==> config.mk <==
export PLATFORM = sky130hd
export DESIGN_NAME = keypad_code_fifo_decoder
export DESIGN_NICKNAME = d
export VERILOG_FILES = /design/src/rtl/core/kcfd_pkg.sv /design/src/rtl/core/keypad_code_fifo_decoder.sv
export SDC_FILE = /design/constraint.sdc
export NUM_CORES = 1
export LEC_CHECK = 0
export BUFFER_PORTS_ARGS = -buffer_cell sky130_fd_sc_hd__clkbuf_2
export CORE_MARGIN = 4
export CORE_UTILIZATION = 66
export CTS_CLUSTER_DIAMETER = 30
export DETAILED_ROUTE_END_ITERATION = 7
export PLACE_DENSITY = 0.87
export SETUP_SLACK_MARGIN = 0.2
export SLEW_MARGIN = 40
export SYNTH_ARGS = -nofsm -noshare
export SYNTH_HDL_FRONTEND = slang
export SYNTH_SLANG_ARGS = --single-unit
==> constraint.sdc <==
create_clock -name clock -period 7 [get_ports clock]
set_clock_uncertainty 0.15 [all_clocks]
set_input_delay 0.7 -clock clock [delete_from_list [all_inputs] [get_ports clock]]
set_output_delay 0.7 -clock clock [all_outputs]
set_load 0.05 [all_outputs]
==> src/rtl/core/kcfd_pkg.sv <==
// types, constants and the scan code decode table for the keypad code fifo
`timescale 1ns / 1ps
`default_nettype none

package kcfd_pkg;

   localparam int CODE_W = 8;
   localparam int KEY_W  = 5;
   localparam int FILL_W = 5;

   typedef logic [CODE_W-1:0] code_type;
   typedef logic [KEY_W-1:0]  key_type;
   typedef logic [FILL_W-1:0] fill_type;

   localparam logic CMD_PUT = 1'b0;
   localparam logic CMD_GET = 1'b1;

   localparam key_type NO_KEY = key_type'(16);

   function automatic key_type decode_code(input code_type code);
      key_type key;
      case (code)
         8'hEE: key = key_type'(1);
         8'hED: key = key_type'(4);
         8'hEB: key = key_type'(7);
         8'hE7: key = key_type'(15);
         8'hDE: key = key_type'(2);
         8'hDD: key = key_type'(5);
         8'hDB: key = key_type'(8);
         8'hD7: key = key_type'(0);
         8'hBE: key = key_type'(3);
         8'hBD: key = key_type'(6);
         8'hBB: key = key_type'(9);
         8'hB7: key = key_type'(14);
         8'h7E: key = key_type'(10);
         8'h7D: key = key_type'(11);
         8'h7B: key = key_type'(12);
         8'h77: key = key_type'(13);
         default: key = NO_KEY;
      endcase
      return key;
   endfunction

endpackage

`default_nettype wire

==> src/rtl/core/keypad_code_fifo_decoder.sv <==
// keypad scan code ring buffer with decode on read
//
//   channel   ports                                       transfer
//   request   start, busy, req_command, req_scan_code     start && !busy
//   response  rsp_valid, rsp_key_value, rsp_fill_level,   rsp_valid, one cycle
//             rsp_dropped
//
// a put: the response is registered at the transfer edge and shows in the next cycle, and busy stays low.
// a get goes through ST_GET, in which the registered read of the code memory is decoded;
// busy is high while the state is ST_GET.
// reset clears the positions, the count and the state; the memory is not cleared.
// the receiver cannot stall, so every response shows for exactly one cycle.
`timescale 1ns / 1ps
`default_nettype none

module keypad_code_fifo_decoder #(
   parameter int DEPTH = 20
) (
   input  wire logic               clock,
   input  wire logic               reset,
   input  wire logic               start,
   output      logic               busy,
   input  wire logic               req_command,
   input  wire kcfd_pkg::code_type req_scan_code,
   output      logic               rsp_valid,
   output      kcfd_pkg::key_type  rsp_key_value,
   output      kcfd_pkg::fill_type rsp_fill_level,
   output      logic               rsp_dropped
);

   import kcfd_pkg::*;

   localparam int PW = $clog2(DEPTH);
   localparam int CW = $clog2(DEPTH + 1);

   localparam logic [PW-1:0] LAST_POS = PW'(DEPTH - 1);
   localparam logic [CW-1:0] FULL_CNT = CW'(DEPTH);

   typedef enum logic {
      ST_IDLE,
      ST_GET
   } state_type;

   state_type       state_ff;
   logic [PW-1:0]   wr_pos_ff;
   logic [PW-1:0]   rd_pos_ff;
   logic [CW-1:0]   count_ff;
   code_type        rd_data_ff;
   logic            rsp_valid_ff;
   key_type         rsp_key_ff;
   fill_type        rsp_fill_ff;
   logic            rsp_dropped_ff;

   code_type        code_mem [DEPTH];

   logic            accept;
   logic            full;
   logic            mem_we;
   logic [PW-1:0]   wr_pos_in;
   logic [PW-1:0]   rd_pos_in;

   assign accept    = start && (state_ff == ST_IDLE);
   assign full      = (count_ff == FULL_CNT);
   assign mem_we    = accept && (req_command == CMD_PUT) && !full;
   assign wr_pos_in = (wr_pos_ff == LAST_POS) ? '0 : wr_pos_ff + 1'b1;
   assign rd_pos_in = (rd_pos_ff == LAST_POS) ? '0 : rd_pos_ff + 1'b1;

   // code memory, one write and one registered read port
   always_ff @(posedge clock) begin
      if (mem_we) begin
         code_mem[wr_pos_ff] <= req_scan_code;
      end
      rd_data_ff <= code_mem[rd_pos_ff];
   end

   always_ff @(posedge clock) begin
      if (reset) begin
         state_ff       <= ST_IDLE;
         wr_pos_ff      <= '0;
         rd_pos_ff      <= '0;
         count_ff       <= '0;
         rsp_valid_ff   <= 1'b0;
         rsp_key_ff     <= NO_KEY;
         rsp_fill_ff    <= '0;
         rsp_dropped_ff <= 1'b0;
      end else begin
         rsp_valid_ff <= 1'b0;
         case (state_ff)
            ST_IDLE: begin
               if (accept) begin
                  if (req_command == CMD_PUT) begin
                     rsp_valid_ff <= 1'b1;
                     rsp_key_ff   <= NO_KEY;
                     if (full) begin
                        rsp_dropped_ff <= 1'b1;
                        rsp_fill_ff    <= FILL_W'(count_ff);
                     end else begin
                        rsp_dropped_ff <= 1'b0;
                        wr_pos_ff      <= wr_pos_in;
                        count_ff       <= count_ff + 1'b1;
                        rsp_fill_ff    <= FILL_W'(count_ff + 1'b1);
                     end
                  end else begin
                     state_ff <= ST_GET;
                  end
               end
            end
            ST_GET: begin
               state_ff       <= ST_IDLE;
               rsp_valid_ff   <= 1'b1;
               rsp_dropped_ff <= 1'b0;
               if (count_ff == '0) begin
                  rsp_key_ff  <= NO_KEY;
                  rsp_fill_ff <= '0;
               end else begin
                  rsp_key_ff  <= decode_code(rd_data_ff);
                  rd_pos_ff   <= rd_pos_in;
                  count_ff    <= count_ff - 1'b1;
                  rsp_fill_ff <= FILL_W'(count_ff - 1'b1);
               end
            end
            default: begin
               state_ff <= ST_IDLE;
            end
         endcase
      end
   end

   assign busy           = (state_ff != ST_IDLE);
   assign rsp_valid      = rsp_valid_ff;
   assign rsp_key_value  = rsp_key_ff;
   assign rsp_fill_level = rsp_fill_ff;
   assign rsp_dropped    = rsp_dropped_ff;

endmodule

`default_nettype wire
Word level (Yosys, flattened, before mapping)
Memory sizes are Yosys's and may differ from the RTL's. A register that Yosys moved wholly into a read port is not among the register bits. Cells that the tools add are included.

Memories kept: 1. Register bits after elaboration: 28. Word-level logic and storage cells: 74. Bits of input ports: 12. RAM bits: 160.

Memories: code_mem (depth 20, bits a word 8, read ports 1, clocked after Yosys merged registers in 1, wr ports 1, RTL line keypad_code_fifo_decoder.sv:54) `code_type code_mem [DEPTH];`.

Equal/unequal tests: 22. Reductions and logical operators: 9. Bitwise operators: 4. $add $sub $neg: 4. Multiplexer cells: 26.

Operators by type and width (number): equality test 8 bit (second input constant) (12); case mux 5 bit (16 select lines) (1); 2-to-1 mux 5 bit (10); equality test 8 x 7 -> 1 bit (second input constant) (4); case mux 5 bit (2 select lines) (3); adder 5 x 1 -> 5 bit (second input constant) (3); equality test 5 bit (second input constant) (3); 2-to-1 mux 1 bit (9); != test 2 bit (second input constant) (3); case mux 1 bit (2 select lines) (3); zero test 5 bit (1); subtractor 5 x 1 -> 5 bit (second input constant) (1); NOT 1 bit (4); AND reduction 2 bit (2); AND reduction 4 bit (1); logical AND 1 bit (3); AND reduction 3 bit (1); zero test 1 bit (1).

Logic depth before layout (Yosys ltp)
Gate-level depths: netlist (run 1).

Depth after elaboration: 6. Depth in mapped cells: 8.

Worst setup path before layout (run 1)
OpenSTA, ideal clock, no wires.

Path kind: flip-flop to flip-flop. From: reg count_ff[0]. To: mem code_mem[0][0] (netlist bit) (enable). Stages on the path, launching flop included: 8. Path slack: 4290 ps. Data arrival time: 2190 ps. Data required time: 6480 ps. Setup time: 370 ps. Path buffers: 1. Clock period less this slack: 2710 ps. Path through: dfxtp_1 -> clkbuf_1 -> inv_1 -> ha_1 -> and4b_1 -> nor3_1 -> nand2_1 -> nor2_1.

Cells in the longest elaborated chain, start to end: 5.

RTL lines: from (decl) (RTL line keypad_code_fifo_decoder.sv:47) `logic [CW-1:0] count_ff;`; from (signal assigned) (RTL line keypad_code_fifo_decoder.sv:100) `count_ff <= count_ff + 1'b1;`; from (signal assigned) (RTL line keypad_code_fifo_decoder.sv:118) `count_ff <= count_ff - 1'b1;`; equality test 5 bit (RTL line keypad_code_fifo_decoder.sv:63) `assign full = (count_ff == FULL_CNT);`; zero test 1 bit (RTL line keypad_code_fifo_decoder.sv:64) `assign mem_we = accept && (req_command == CMD_PUT) && !full;`; logical AND 1 bit (RTL line keypad_code_fifo_decoder.sv:64); 2-to-1 mux 1 bit (RTL line keypad_code_fifo_decoder.sv:70) `if (mem_we) begin`; 2-to-1 mux 1 bit (implied by the code) (RTL line keypad_code_fifo_decoder.sv:71) `code_mem[wr_pos_ff] <= req_scan_code;`; to (decl) (RTL line keypad_code_fifo_decoder.sv:54).

No other way between the ends.

Worst setup path after layout (run 1)
From: reg count_ff[0]. To: mem code_mem[18][4] (netlist bit) (enable).

The elaborated chain is that of the path after synthesis.

==> results of run 1 <==
[power by group through the flow]
| stage | clock (uW) | sequential [uW] | combinational (uW) |
|---|---|---|---|
| 4_1_cts | 931 | 1280 | 99.2 |
| 2_1_floorplan | 0 | 1310 | 59.1 |
| 6_report | 923 | 1280 | 99.6 |
| 3_5_place_dp | 0 | 1310 | 98.6 |
| 5_1_grt | 986 | 1280 | 108 |
| 3_3_place_gp | 0 | 1310 | 95.2 |
[sequential cells by signal, indices dropped and copies added, names as in the netlist]
register and cells:
rd_pos_ff 5, wr_pos_ff 5, count_ff 5, busy 1, rsp_valid 1, rd_data_ff 8
code_mem 160, rsp_dropped 1, rsp_fill_level 5, rsp_key_value 5
[layout by cell type (no fill, tap or decap), types with 6 or more instances in the layout]
cell type	count
clkbuf_2	24
dfxtp_1	34
o21ai_0	15
nor2_1	43
nor2b_1	6
nand4b_1	8
a21oi_1	18
clkbuf_16	18
nor3_1	14
edfxtp_1	160
ha_1	7
mux2_2	8
nand2_1	23
mux4_2	48
inv_1	6
[layer usage]
| layer | GRT usage [%] | vias up | wire length, um |
|---|---|---|---|
| met1 | 35.80 | 2254 | 6490 |
| met4 | 7.619 | 2 | 281 |
| met2 | 40.01 | 272 | 8308 |
| met3 | 6.029 | 26 | 1536 |
| li1 | - | 1947 | - |
| met5 | 0 | - | 13 |
[worst reg2reg max path, cell delays in order (launching register included)]
cell	delay, ps
dfxtp_1	490
inv_1	100
ha_1	280
and4b_1	230
nor3_2	450
nand2_1	360
nor2_1	670
[final timing paths]
| kind | from | end | slack (ps) | cells past startpoint |
|---|---|---|---|---|
| setup / recovery | count_ff[0] | code_mem[18][4] | 3900 | 6 |
| hold / removal | rsp_fill_level[3] | rsp_fill_level[3] | 310 | 2 |
| setup reg to reg | count_ff[0] | code_mem[18][4] | 3900 | 6 |
| hold reg to reg | rsp_fill_level[3] | rsp_fill_level[3] | 310 | 2 |
[area by class of cell]
class,count,area (um2)
Timing Repair Buffer,25,131.4
Multi-Input combinational cell,255,2359
Clock buffer,22,505.5
Tap cell,147,183.9
Sequential cell,196,5530
Clock inverter,10,66.31
Inverter,6,22.52
Fill cell,692,3163
[metrics by stage]
step           hold slack (ps)  instance area [um2]
3_5_place_dp             303.1                 8218
3_3_place_gp             300.8                 8215
6_report                 312.9                 8798
4_1_cts                  312.5                 8790
2_1_floorplan            352.6                 8021
5_1_grt                  345.2                 8798
[cells by family after synthesis]
kind of cell / Yosys count / synth area share (%)
flip-flops: 196 / 68.88
AND/OR/NAND/NOR: 125 / 7.939
multiplexers: 61 / 15.22
AO/OA/AOI/OAI: 54 / 4.212
buffers and inverters: 31 / 1.778
XOR/XNOR: 8 / 0.8734
adder cells (fa/ha/maj): 7 / 1.092
==> impl_metrics.csv, run 1 <==
group,metric,value,unit
outcome,outcome,"completed",
yosys,yosys_warnings,0,
power,p_int,1819,uW
floorplan,floorplan.die_area,13980,um2
timing,tightest_slew,767.5,ps
yosys,seq_area_frac_synth,68.88,%
timing,fmax,322.5,MHz
clocking,clk_pin_slew_worst_paths,70,ps
floorplan,coreArea,11960,um2
cells_and_area,drive_gt1_share,22.76,%
clocking,clk_root_buffer_cell,"clkbuf_16",
setup_path,path_cells,"inv_1 > ha_1 > and4b_1 > nor3_2 > nand2_1 > nor2_1",
clocking,cts_tree,"yes",
clocking,cts_resized,0,
placed_design,place.port_buffers,24,
yosys,synth.cell_area,8021,um2
cells_and_area,instances_no_fill,661,
floorplan,num_rows,40,
cells_and_area,area_growth,9.686,%
global_routing,antenna_found_initial,1,
clocking,clockBufferDepth,2,
cells_and_area,n_antenna_cell,0,
setup_path,crit_family,"simple AND/OR/NAND/NOR gates",
clocking,ctsHtreeMaxLevel,4,
timing,tns,0,ps
timing,period_share,44.30,%
timing,finalHoldViolCount,0,
setup_path,worst-path-buf-inv,1,
route,avgViaCountPerCell,6.809,
setup_path,cp-end-kind,"flop",
yosys,async_flop_share,0,%
route,detail_route.wirelength,16630,um
cells_and_area,utilization,73.56,%
clocking,cts_hold_buf,0,
yosys,synth_area_leaders,"edfxtp_1 60%, mux4_2 13%, dfxtp_1 9.0%, nor2_1 2.0%, a21oi_1 1.1%",
route,wl_per_cell,25.16,um
yosys,synth_most_common_cell,"edfxtp_1",
timing,rsz0062_at_grt,"no",
global_routing,grt_pass1_vias,4329,
placed_design,place_hpwl,10540,um
timing,max-slew-margin-rel,48.65,%
power,ir_drop,0.2504,mV
setup_path,cp.required,6910,ps
global_routing,grt_max_degree,44,
yosys,synthesis.nets,501,
setup_path,critPathKind,"reg -> reg",
setup_path,cpPeakStageDelay,670,ps
yosys,synth_ff_type,"edfxtp_1",
placed_design,place.gp.congestion,0.8477,
global_routing,grt_remaining_overflow,0,
route,drtPass1Iterations,5,
yosys,synth_area_leader_cell,"edfxtp_1",
route,vias,4501,
placed_design,dp.cells,629,
timing,slew_viol_final,0,
floorplan,initial_core_util,67.06,%
power,power_frac_comb,4.3,%
power,power.share.sequential,55.6,%
yosys,syn_inst,482,
setup_path,crit_path_start_kind,"flop",
power,p_per_area,261.9,nW/um2
placed_design,post-place-ws,3602,ps
clocking,cts_buffers,17,
yosys,yosys.area.top_type_share,59.90,%
timing,setup_ws,3899,ps
route,drtAntennaViolNets,0,
yosys,yosysUniqueCellTypes,45,
setup_path,critPathSlowestCell,"nor2_1",
clocking,cts_sinks,196,
yosys,synth_area_per_cell,16.64,um2
route,drtIter0Drc,632,
global_routing,globalRouteTotalUtil,25.33,%
run,maxCapViolations,0,
floorplan,pin_count,25,
setup_path,critical_path_arrival,3010,ps
yosys,synth_edf_count,160,
global_routing,grt_first_pass_wirelength,26080,um
clocking,post_cts_buffers,0,
cells_and_area,nets,520,
power,p_total,2304,uW
power,pwr-share-clk,40.1,%
power,power_leakage,0.002802,uW
power,switching_share,21.07,%
yosys,synthTopCellsByCount,"160 x edfxtp_1, 48 x mux4_2, 43 x nor2_1",
floorplan,die_w,118.2,um
setup_path,critPathMaxFanout,11,
timing,period_needed,3101,ps
timing,setup_viol,0,
clocking,clock_latency,430,ps
yosys,ys_ff_latch,196,
min_path,hp-class,"reg -> reg",
route,route.detailed.drc,0,
power,p_sw,485.4,uW
floorplan,dieHeight,118.2,um
(Power assumes the default switching activity.)
==> inputs of run 2 (changes only) <==
--- a/config.mk
+++ b/config.mk
@@ -7,10 +7,10 @@
 export LEC_CHECK = 0
 export BUFFER_PORTS_ARGS = -buffer_cell sky130_fd_sc_hd__clkbuf_2
 export CORE_MARGIN = 4
-export CORE_UTILIZATION = 66
+export CORE_UTILIZATION = 56
 export CTS_CLUSTER_DIAMETER = 30
 export DETAILED_ROUTE_END_ITERATION = 7
-export PLACE_DENSITY = 0.87
+export PLACE_DENSITY = 0.79
 export SETUP_SLACK_MARGIN = 0.2
 export SLEW_MARGIN = 40
 export SYNTH_ARGS = -nofsm -noshare
==> constraint.sdc (replaced) <==
create_clock -name clock -period 2.5 [get_ports clock]
set_clock_uncertainty 0.15 [all_clocks]
set_input_delay 0.25 -clock clock [delete_from_list [all_inputs] [get_ports clock]]
set_output_delay 0.25 -clock clock [all_outputs]
set_load 0.05 [all_outputs]
==> run 2 against run 1 <==
  * Worst setup slack lost 3600 ps
  * Sequential power grew to 2.8 times the previous value
  * Highest routed layer is now met4
  * Critical endpoint is now rd_data_ff[3]
  * Via count grew 1.8%
==> impl_metrics.csv, run 2 (synthesis results as in run 1) <==
group,metric,value,unit
clocking,cts_buffers,17,
global_routing,antenna_found_initial,0,
timing,slew_viol_final,0,
route,met3WireLength,1425,um
power,pwr-share-clk,40.7,%
cells_and_area,area_growth,17.31,%
timing,setup_viol,0,
global_routing,grt_remaining_overflow,0,
route,top_layer_used,"met4",
setup_path,cpMostUsedCell,"mux4_2",
cells_and_area,n_antenna_cell,0,
global_routing,grt_first_pass_wirelength,27120,um
power,p_sw,1424,uW
cells_and_area,largest-register,"code_mem",
route,met2_length,8962,um
clocking,cts_tree,"yes",
timing,tns,0,ps
route,drtAntennaViolNets,0,
min_path,worstHoldStart,"req_scan_code[4]",
min_path,hp-class,"in -> reg",
power,power_leakage,0.003026,uW
route,wl_per_cell,23.77,um
setup_path,critical_path_arrival,2390,ps
setup_path,r2r_start,"rd_pos_ff[0]",
floorplan,floorplan.die_area,16300,um2
route,m1WireLength,6572,um
setup_path,reg2reg_slack,280,ps
setup_path,critPathMaxFanout,9,
clocking,cts_sinks,196,
timing,period_share,88.75,%
setup_path,path_cells,"buf_12 > mux4_2 > mux4_2 > mux2_2",
timing,tightest_slew,705.6,ps
timing,max-slew-margin-rel,52.89,%
run,maxCapViolations,0,
min_path,hold_depth,1,
placed_design,place.port_buffers,24,
setup_path,crit_path_start_kind,"flop",
clocking,clk_root_buffer_cell,"clkbuf_16",
clocking,ctsHtreeMaxLevel,4,
timing,fmax,450.7,MHz
power,switching_share,21.66,%
cells_and_area,final_cell_mix,"160 x edfxtp_1, 48 x mux4_2, 32 x dfxtp_1",
route,avgViaCountPerCell,6.331,
timing,whs,194.3,ps
outcome,outcome,"completed",
setup_path,reg2reg_to,"rd_data_ff[3]",
cells_and_area,drive_gt1_share,30.88,%
floorplan,coreArea,13930,um2
cells_and_area,layout_commonest_cell,"edfxtp_1",
setup_path,critPathKind,"reg -> reg",
timing,finalHoldViolCount,0,
timing,period_needed,2219,ps
floorplan,die_w,127.7,um
route,drtPass1Iterations,5,
global_routing,grt_pass1_vias,4583,
power,p_int,5149,uW
route,detail_route.wirelength,17210,um
route,drtIter0Drc,464,
power,ir_drop,0.6920,mV
clocking,clk_pin_slew_worst_paths,70,ps
floorplan,dieHeight,127.7,um
placed_design,place_hpwl,11100,um
setup_path,cpPeakStageDelay,580,ps
setup_path,critPathSlowestCell,"mux4_2",
setup_path,cp.required,2670,ps
timing,rsz0062_at_grt,"no",
cells_and_area,largest_register_ffs,160,
route,route.detailed.drc,0,
clocking,clockBufferDepth,2,
power,power.share.sequential,54.6,%
min_path,min_to,"code_mem[14][4]",
floorplan,initial_core_util,57.56,%
route,vias,4584,
floorplan,pin_count,25,
cells_and_area,nets,550,
setup_path,cp-end-kind,"flop",
power,power_frac_comb,4.7,%
cells_and_area,top_regs,"code_mem (160), rd_data_ff (8)",
global_routing,globalRouteTotalUtil,22.74,%
power,p_per_area,698.5,nW/um2
placed_design,place.gp.congestion,0.8961,
setup_path,ff2ff_path_depth,4,
clocking,clock_latency,430,ps
floorplan,num_rows,43,
global_routing,grt_max_degree,44,
## run 2: changes by cell type in the layout (fill, tap and decap cells not counted), sizes merged
cell,delta
dlygate4sd3,+2
buf,+28
clkbuf,-1
clkinv,-2
bufinv,+1
inv,-1
clkinvlp,+3
## run 2: routing by layer
metal	track usage (%)	vias to the layer above
met5	0	-
met4	5.868	0
met3	5.917	27
met2	38.56	223
met1	29.66	2317
li1	-	2017
## run 2: layout make-up
| class | instances | area, um2 |
|---|---|---|
| Tap cell | 180 | 225.2 |
| Inverter | 6 | 22.52 |
| Clock inverter | 11 | 115.1 |
| Fill cell | 899 | 4524 |
| Multi-Input combinational cell | 255 | 2520 |
| Clock buffer | 21 | 470.5 |
| Timing Repair Buffer | 55 | 524.3 |
| Sequential cell | 196 | 5533 |
## run 2: what timing repair did
item                                    4_1_cts  5_1_grt
endpoints found under the hold margin         1        0
setup buffers                                11        2
gates resized for setup                       6        6
pin swaps                                    13        4
endpoints found under the setup margin      124      167
hold buffers                                  2        0
## run 2: how the worst max path moves through the flow
stage	start	end	cells after the start
2_1_floorplan	count_ff[0]	code_mem[15][0]	6
3_3_place_gp	count_ff[1]	count_ff[4]	7
3_5_place_dp	count_ff[1]	count_ff[4]	7
4_1_cts	count_ff[1]	code_mem[9][0]	6
5_1_grt	count_ff[1]	count_ff[4]	7
6_report	rd_pos_ff[0]	rd_data_ff[3]	4
## run 2: power groups by stage
stage                     registers [uW]  logic, uW  clock network, uW
after floorplan                     3660        175                  0
after global placement              3660        283                  0
after detailed placement            3660        293                  0
after CTS                           3590        302               2700
after global routing                3590        338               2870
final                               3590        311               2670
## run 2: per-stage QoR
| step | area (um2) | std cells | total power, uW | util [%] | setup WS, ps |
|---|---|---|---|---|---|
| 6_report | 9410 | 724 | 6573 | 67.53 | 281.3 |
| 5_1_grt | 9410 | 724 | 6800 | 67.53 | 208.9 |
| 4_1_cts | 9361 | 722 | 6590 | 67.18 | 154.7 |
| 3_5_place_dp | 8541 | 677 | 3953 | 61.29 | 80.42 |
| 3_3_place_gp | 8541 | 677 | 3940 | 61.29 | 113.1 |
| 2_1_floorplan | 8155 | 482 | 3839 | - | 125.2 |
## run 2: worst max-delay path, delay by kind of cell, from the launching register on
kind / cells / cell delay, ps
flops: 1 / 450
mux: 3 / 1340
buf+inv: 1 / 170
==> inputs of run 3 (changes only) <==
==> constraint.sdc (replaced) <==
create_clock -name clock -period 2.5 [get_ports clock]
set_clock_uncertainty 0.15 [all_clocks]
set_input_delay 0.5 -clock clock [delete_from_list [all_inputs] [get_ports clock]]
set_output_delay 0.5 -clock clock [all_outputs]
set_load 0.05 [all_outputs]
==> run 3 against run 2 <==
  * Critical path depth unchanged
  * Die area unchanged
  * Combinational power increased by 1%
  * Design area increased by 1.1%
  * Flip-flop and latch count unchanged
==> impl_metrics.csv, run 3 (synthesis results as in run 1) <==
group,metric,value,unit
global_routing,grt_max_degree,44,
setup_path,critical_path_arrival,2410,ps
cells_and_area,final_cell_mix,"160 x edfxtp_1, 48 x mux4_2, 32 x dfxtp_1",
run,maxCapViolations,0,
timing,tns,0,ps
setup_path,reg2reg_to,"rd_data_ff[6]",
timing,setup_viol,0,
setup_path,critPathSlowestCell,"mux4_2",
cells_and_area,multi_input_area,2529,um2
floorplan,floorplan.die_area,16300,um2
power,p_per_area,722.4,nW/um2
timing,rsz0062_at_grt,"no",
setup_path,ff2ff_path_depth,4,
clocking,ctsHtreeMaxLevel,4,
route,avgViaCountPerCell,6.376,
clocking,cts_tree,"yes",
floorplan,num_rows,43,
setup_path,cpMostUsedCell,"mux4_2",
route,drtAntennaViolNets,0,
cells_and_area,register_area,5533,um2
setup_path,cp-end-kind,"flop",
timing,period_share,89.30,%
setup_path,reg2reg_slack,270,ps
timing,setup_ws,267.4,ps
cells_and_area,layout_commonest_cell,"edfxtp_1",
cells_and_area,largest-register,"code_mem",
power,p_sw,1497,uW
route,drtPass1Iterations,5,
setup_path,worst-path-buf-inv,1,
cells_and_area,top_regs,"code_mem (160), rd_data_ff (8)",
clocking,cts_hold_buf,0,
setup_path,path_cells,"buf_12 > mux4_2 > mux4_2 > mux2_2",
placed_design,post-place-ws,54.99,ps
outcome,outcome,"completed",
setup_path,startpoint,"rd_pos_ff[0]",
clocking,cts_sinks,196,
route,detail_route.wirelength,17910,um
clocking,cts_buffers,17,
setup_path,cp.required,2670,ps
cells_and_area,nets,556,
power,power.share.sequential,52.2,%
clocking,clockBufferDepth,2,
cells_and_area,n_fill_cell,877,
power,ir_drop,0.6927,mV
placed_design,place_hpwl,10930,um
power,p_total,6875,uW
route,vias,4661,
timing,period_needed,2233,ps
setup_path,critPathMaxFanout,12,
setup_path,cpPeakStageDelay,570,ps
cells_and_area,area_growth,18.66,%
global_routing,grt_pass1_vias,4582,
timing,fmax,447.9,MHz
clocking,clock_latency,440,ps
cells_and_area,largest_register_ffs,160,
route,wl_per_cell,24.50,um
cells_and_area,drive_gt1_share,32.18,%
cells_and_area,post-route-cell-area,9518,um2
placed_design,place.gp.congestion,0.8902,
min_path,hp-class,"in -> reg",
floorplan,die_w,127.7,um
timing,finalHoldViolCount,0,
global_routing,globalRouteTotalUtil,23.18,%
placed_design,place.port_buffers,24,
cells_and_area,instances_no_fill,731,
setup_path,crit_path_start_kind,"flop",
setup_path,worst-path-stages,4,
floorplan,dieHeight,127.7,um
placed_design,dp.cells,678,
power,p_int,5379,uW
setup_path,cp-endpoint,"rd_data_ff[6]",
power,power_frac_comb,4.6,%
global_routing,grt_first_pass_wirelength,27460,um
setup_path,critPathKind,"reg -> reg",
power,power_leakage,0.003101,uW
timing,max-slew-margin-rel,55.36,%
power,pwr-share-clk,43.2,%
power,switching_share,21.77,%
route,route.detailed.drc,0,
clocking,clk_root_buffer_cell,"clkbuf_16",
floorplan,initial_core_util,57.56,%
floorplan,pin_count,25,
timing,slew_viol_final,0,
floorplan,coreArea,13930,um2
global_routing,grt_remaining_overflow,0,
clocking,clk_pin_slew_worst_paths,80,ps
setup_path,crit_family,"multiplexers",
placed_design,post_dp_cell_area,8548,um2
global_routing,antenna_found_initial,0,
timing,tightest_slew,668.7,ps
route,drtIter0Drc,578,
setup_path,r2r_start,"rd_pos_ff[0]",
-- run 3: changes by cell type in the layout (fill, tap and decap cells not counted), sizes merged --
cell         before  now
inv              10   11
clkbuf           45   41
bufinv            1    4
clkinvlp          3    0
dlygate4sd3       2    0
buf              29   37
clkinv            3    6
diode             0    1
-- run 3: power groups by stage --
stage | registers (uW) | logic [uW] | clock network (uW)
detailed placement | 3660 | 292 | 0
global route | 3590 | 341 | 3140
CTS | 3590 | 296 | 2980
finish | 3590 | 315 | 2970
floorplan | 3660 | 175 | 0
global placement | 3660 | 283 | 0
-- run 3: how the worst min path moves through the flow --
stage,endpoint,startpoint,cells after the start
global route,busy,start,3
detailed placement,rsp_fill_level[3],rsp_fill_level[3],2
finish,busy,start,3
global placement,rsp_fill_level[3],rsp_fill_level[3],2
floorplan,count_ff[1],count_ff[1],2
CTS,busy,start,3
-- run 3: cell type report --
cell class,instances,area share (%)
inverter,6,0.2366
tap,180,2.366
clock inverter,15,2.274
sequential,196,58.13
clock buffer,17,4.470
timing repair buffer,61,5.929
antenna,1,0.02629
multi-input combinational,255,26.57
-- run 3: routing by layer --
metal	vias up	GRT usage, %	part of all wire (%)	wire length [um]
met1	2376	31.29	40	7233
met3	31	5.292	7.1	1265
li1	2025	-	-	-
met4	0	8.489	2.6	460
met5	-	0	0	0
met2	229	37.53	50	8948
-- run 3: repair_timing --
| action | in CTS | in global routing |
|---|---|---|
| resized for setup | 4 | 9 |
| setup endpoints to repair | 135 | 138 |
| setup buffers | 12 | 8 |
| pin swaps | 13 | 4 |
-- run 3: through the flow --
stage	utilization [%]	hold WS, ps
floorplan	-	352.6
global placement	61.35	300.7
detailed placement	61.35	303.7
CTS	67.49	141.3
global route	68.29	149.4
finish	68.30	145.6
-- run 3: worst register-to-register path, delay by kind of cell, from the launching register on --
family | cells | cell delay (ps)
multiplexers | 3 | 1350
buffers and inverters | 1 | 180
flip-flops | 1 | 430
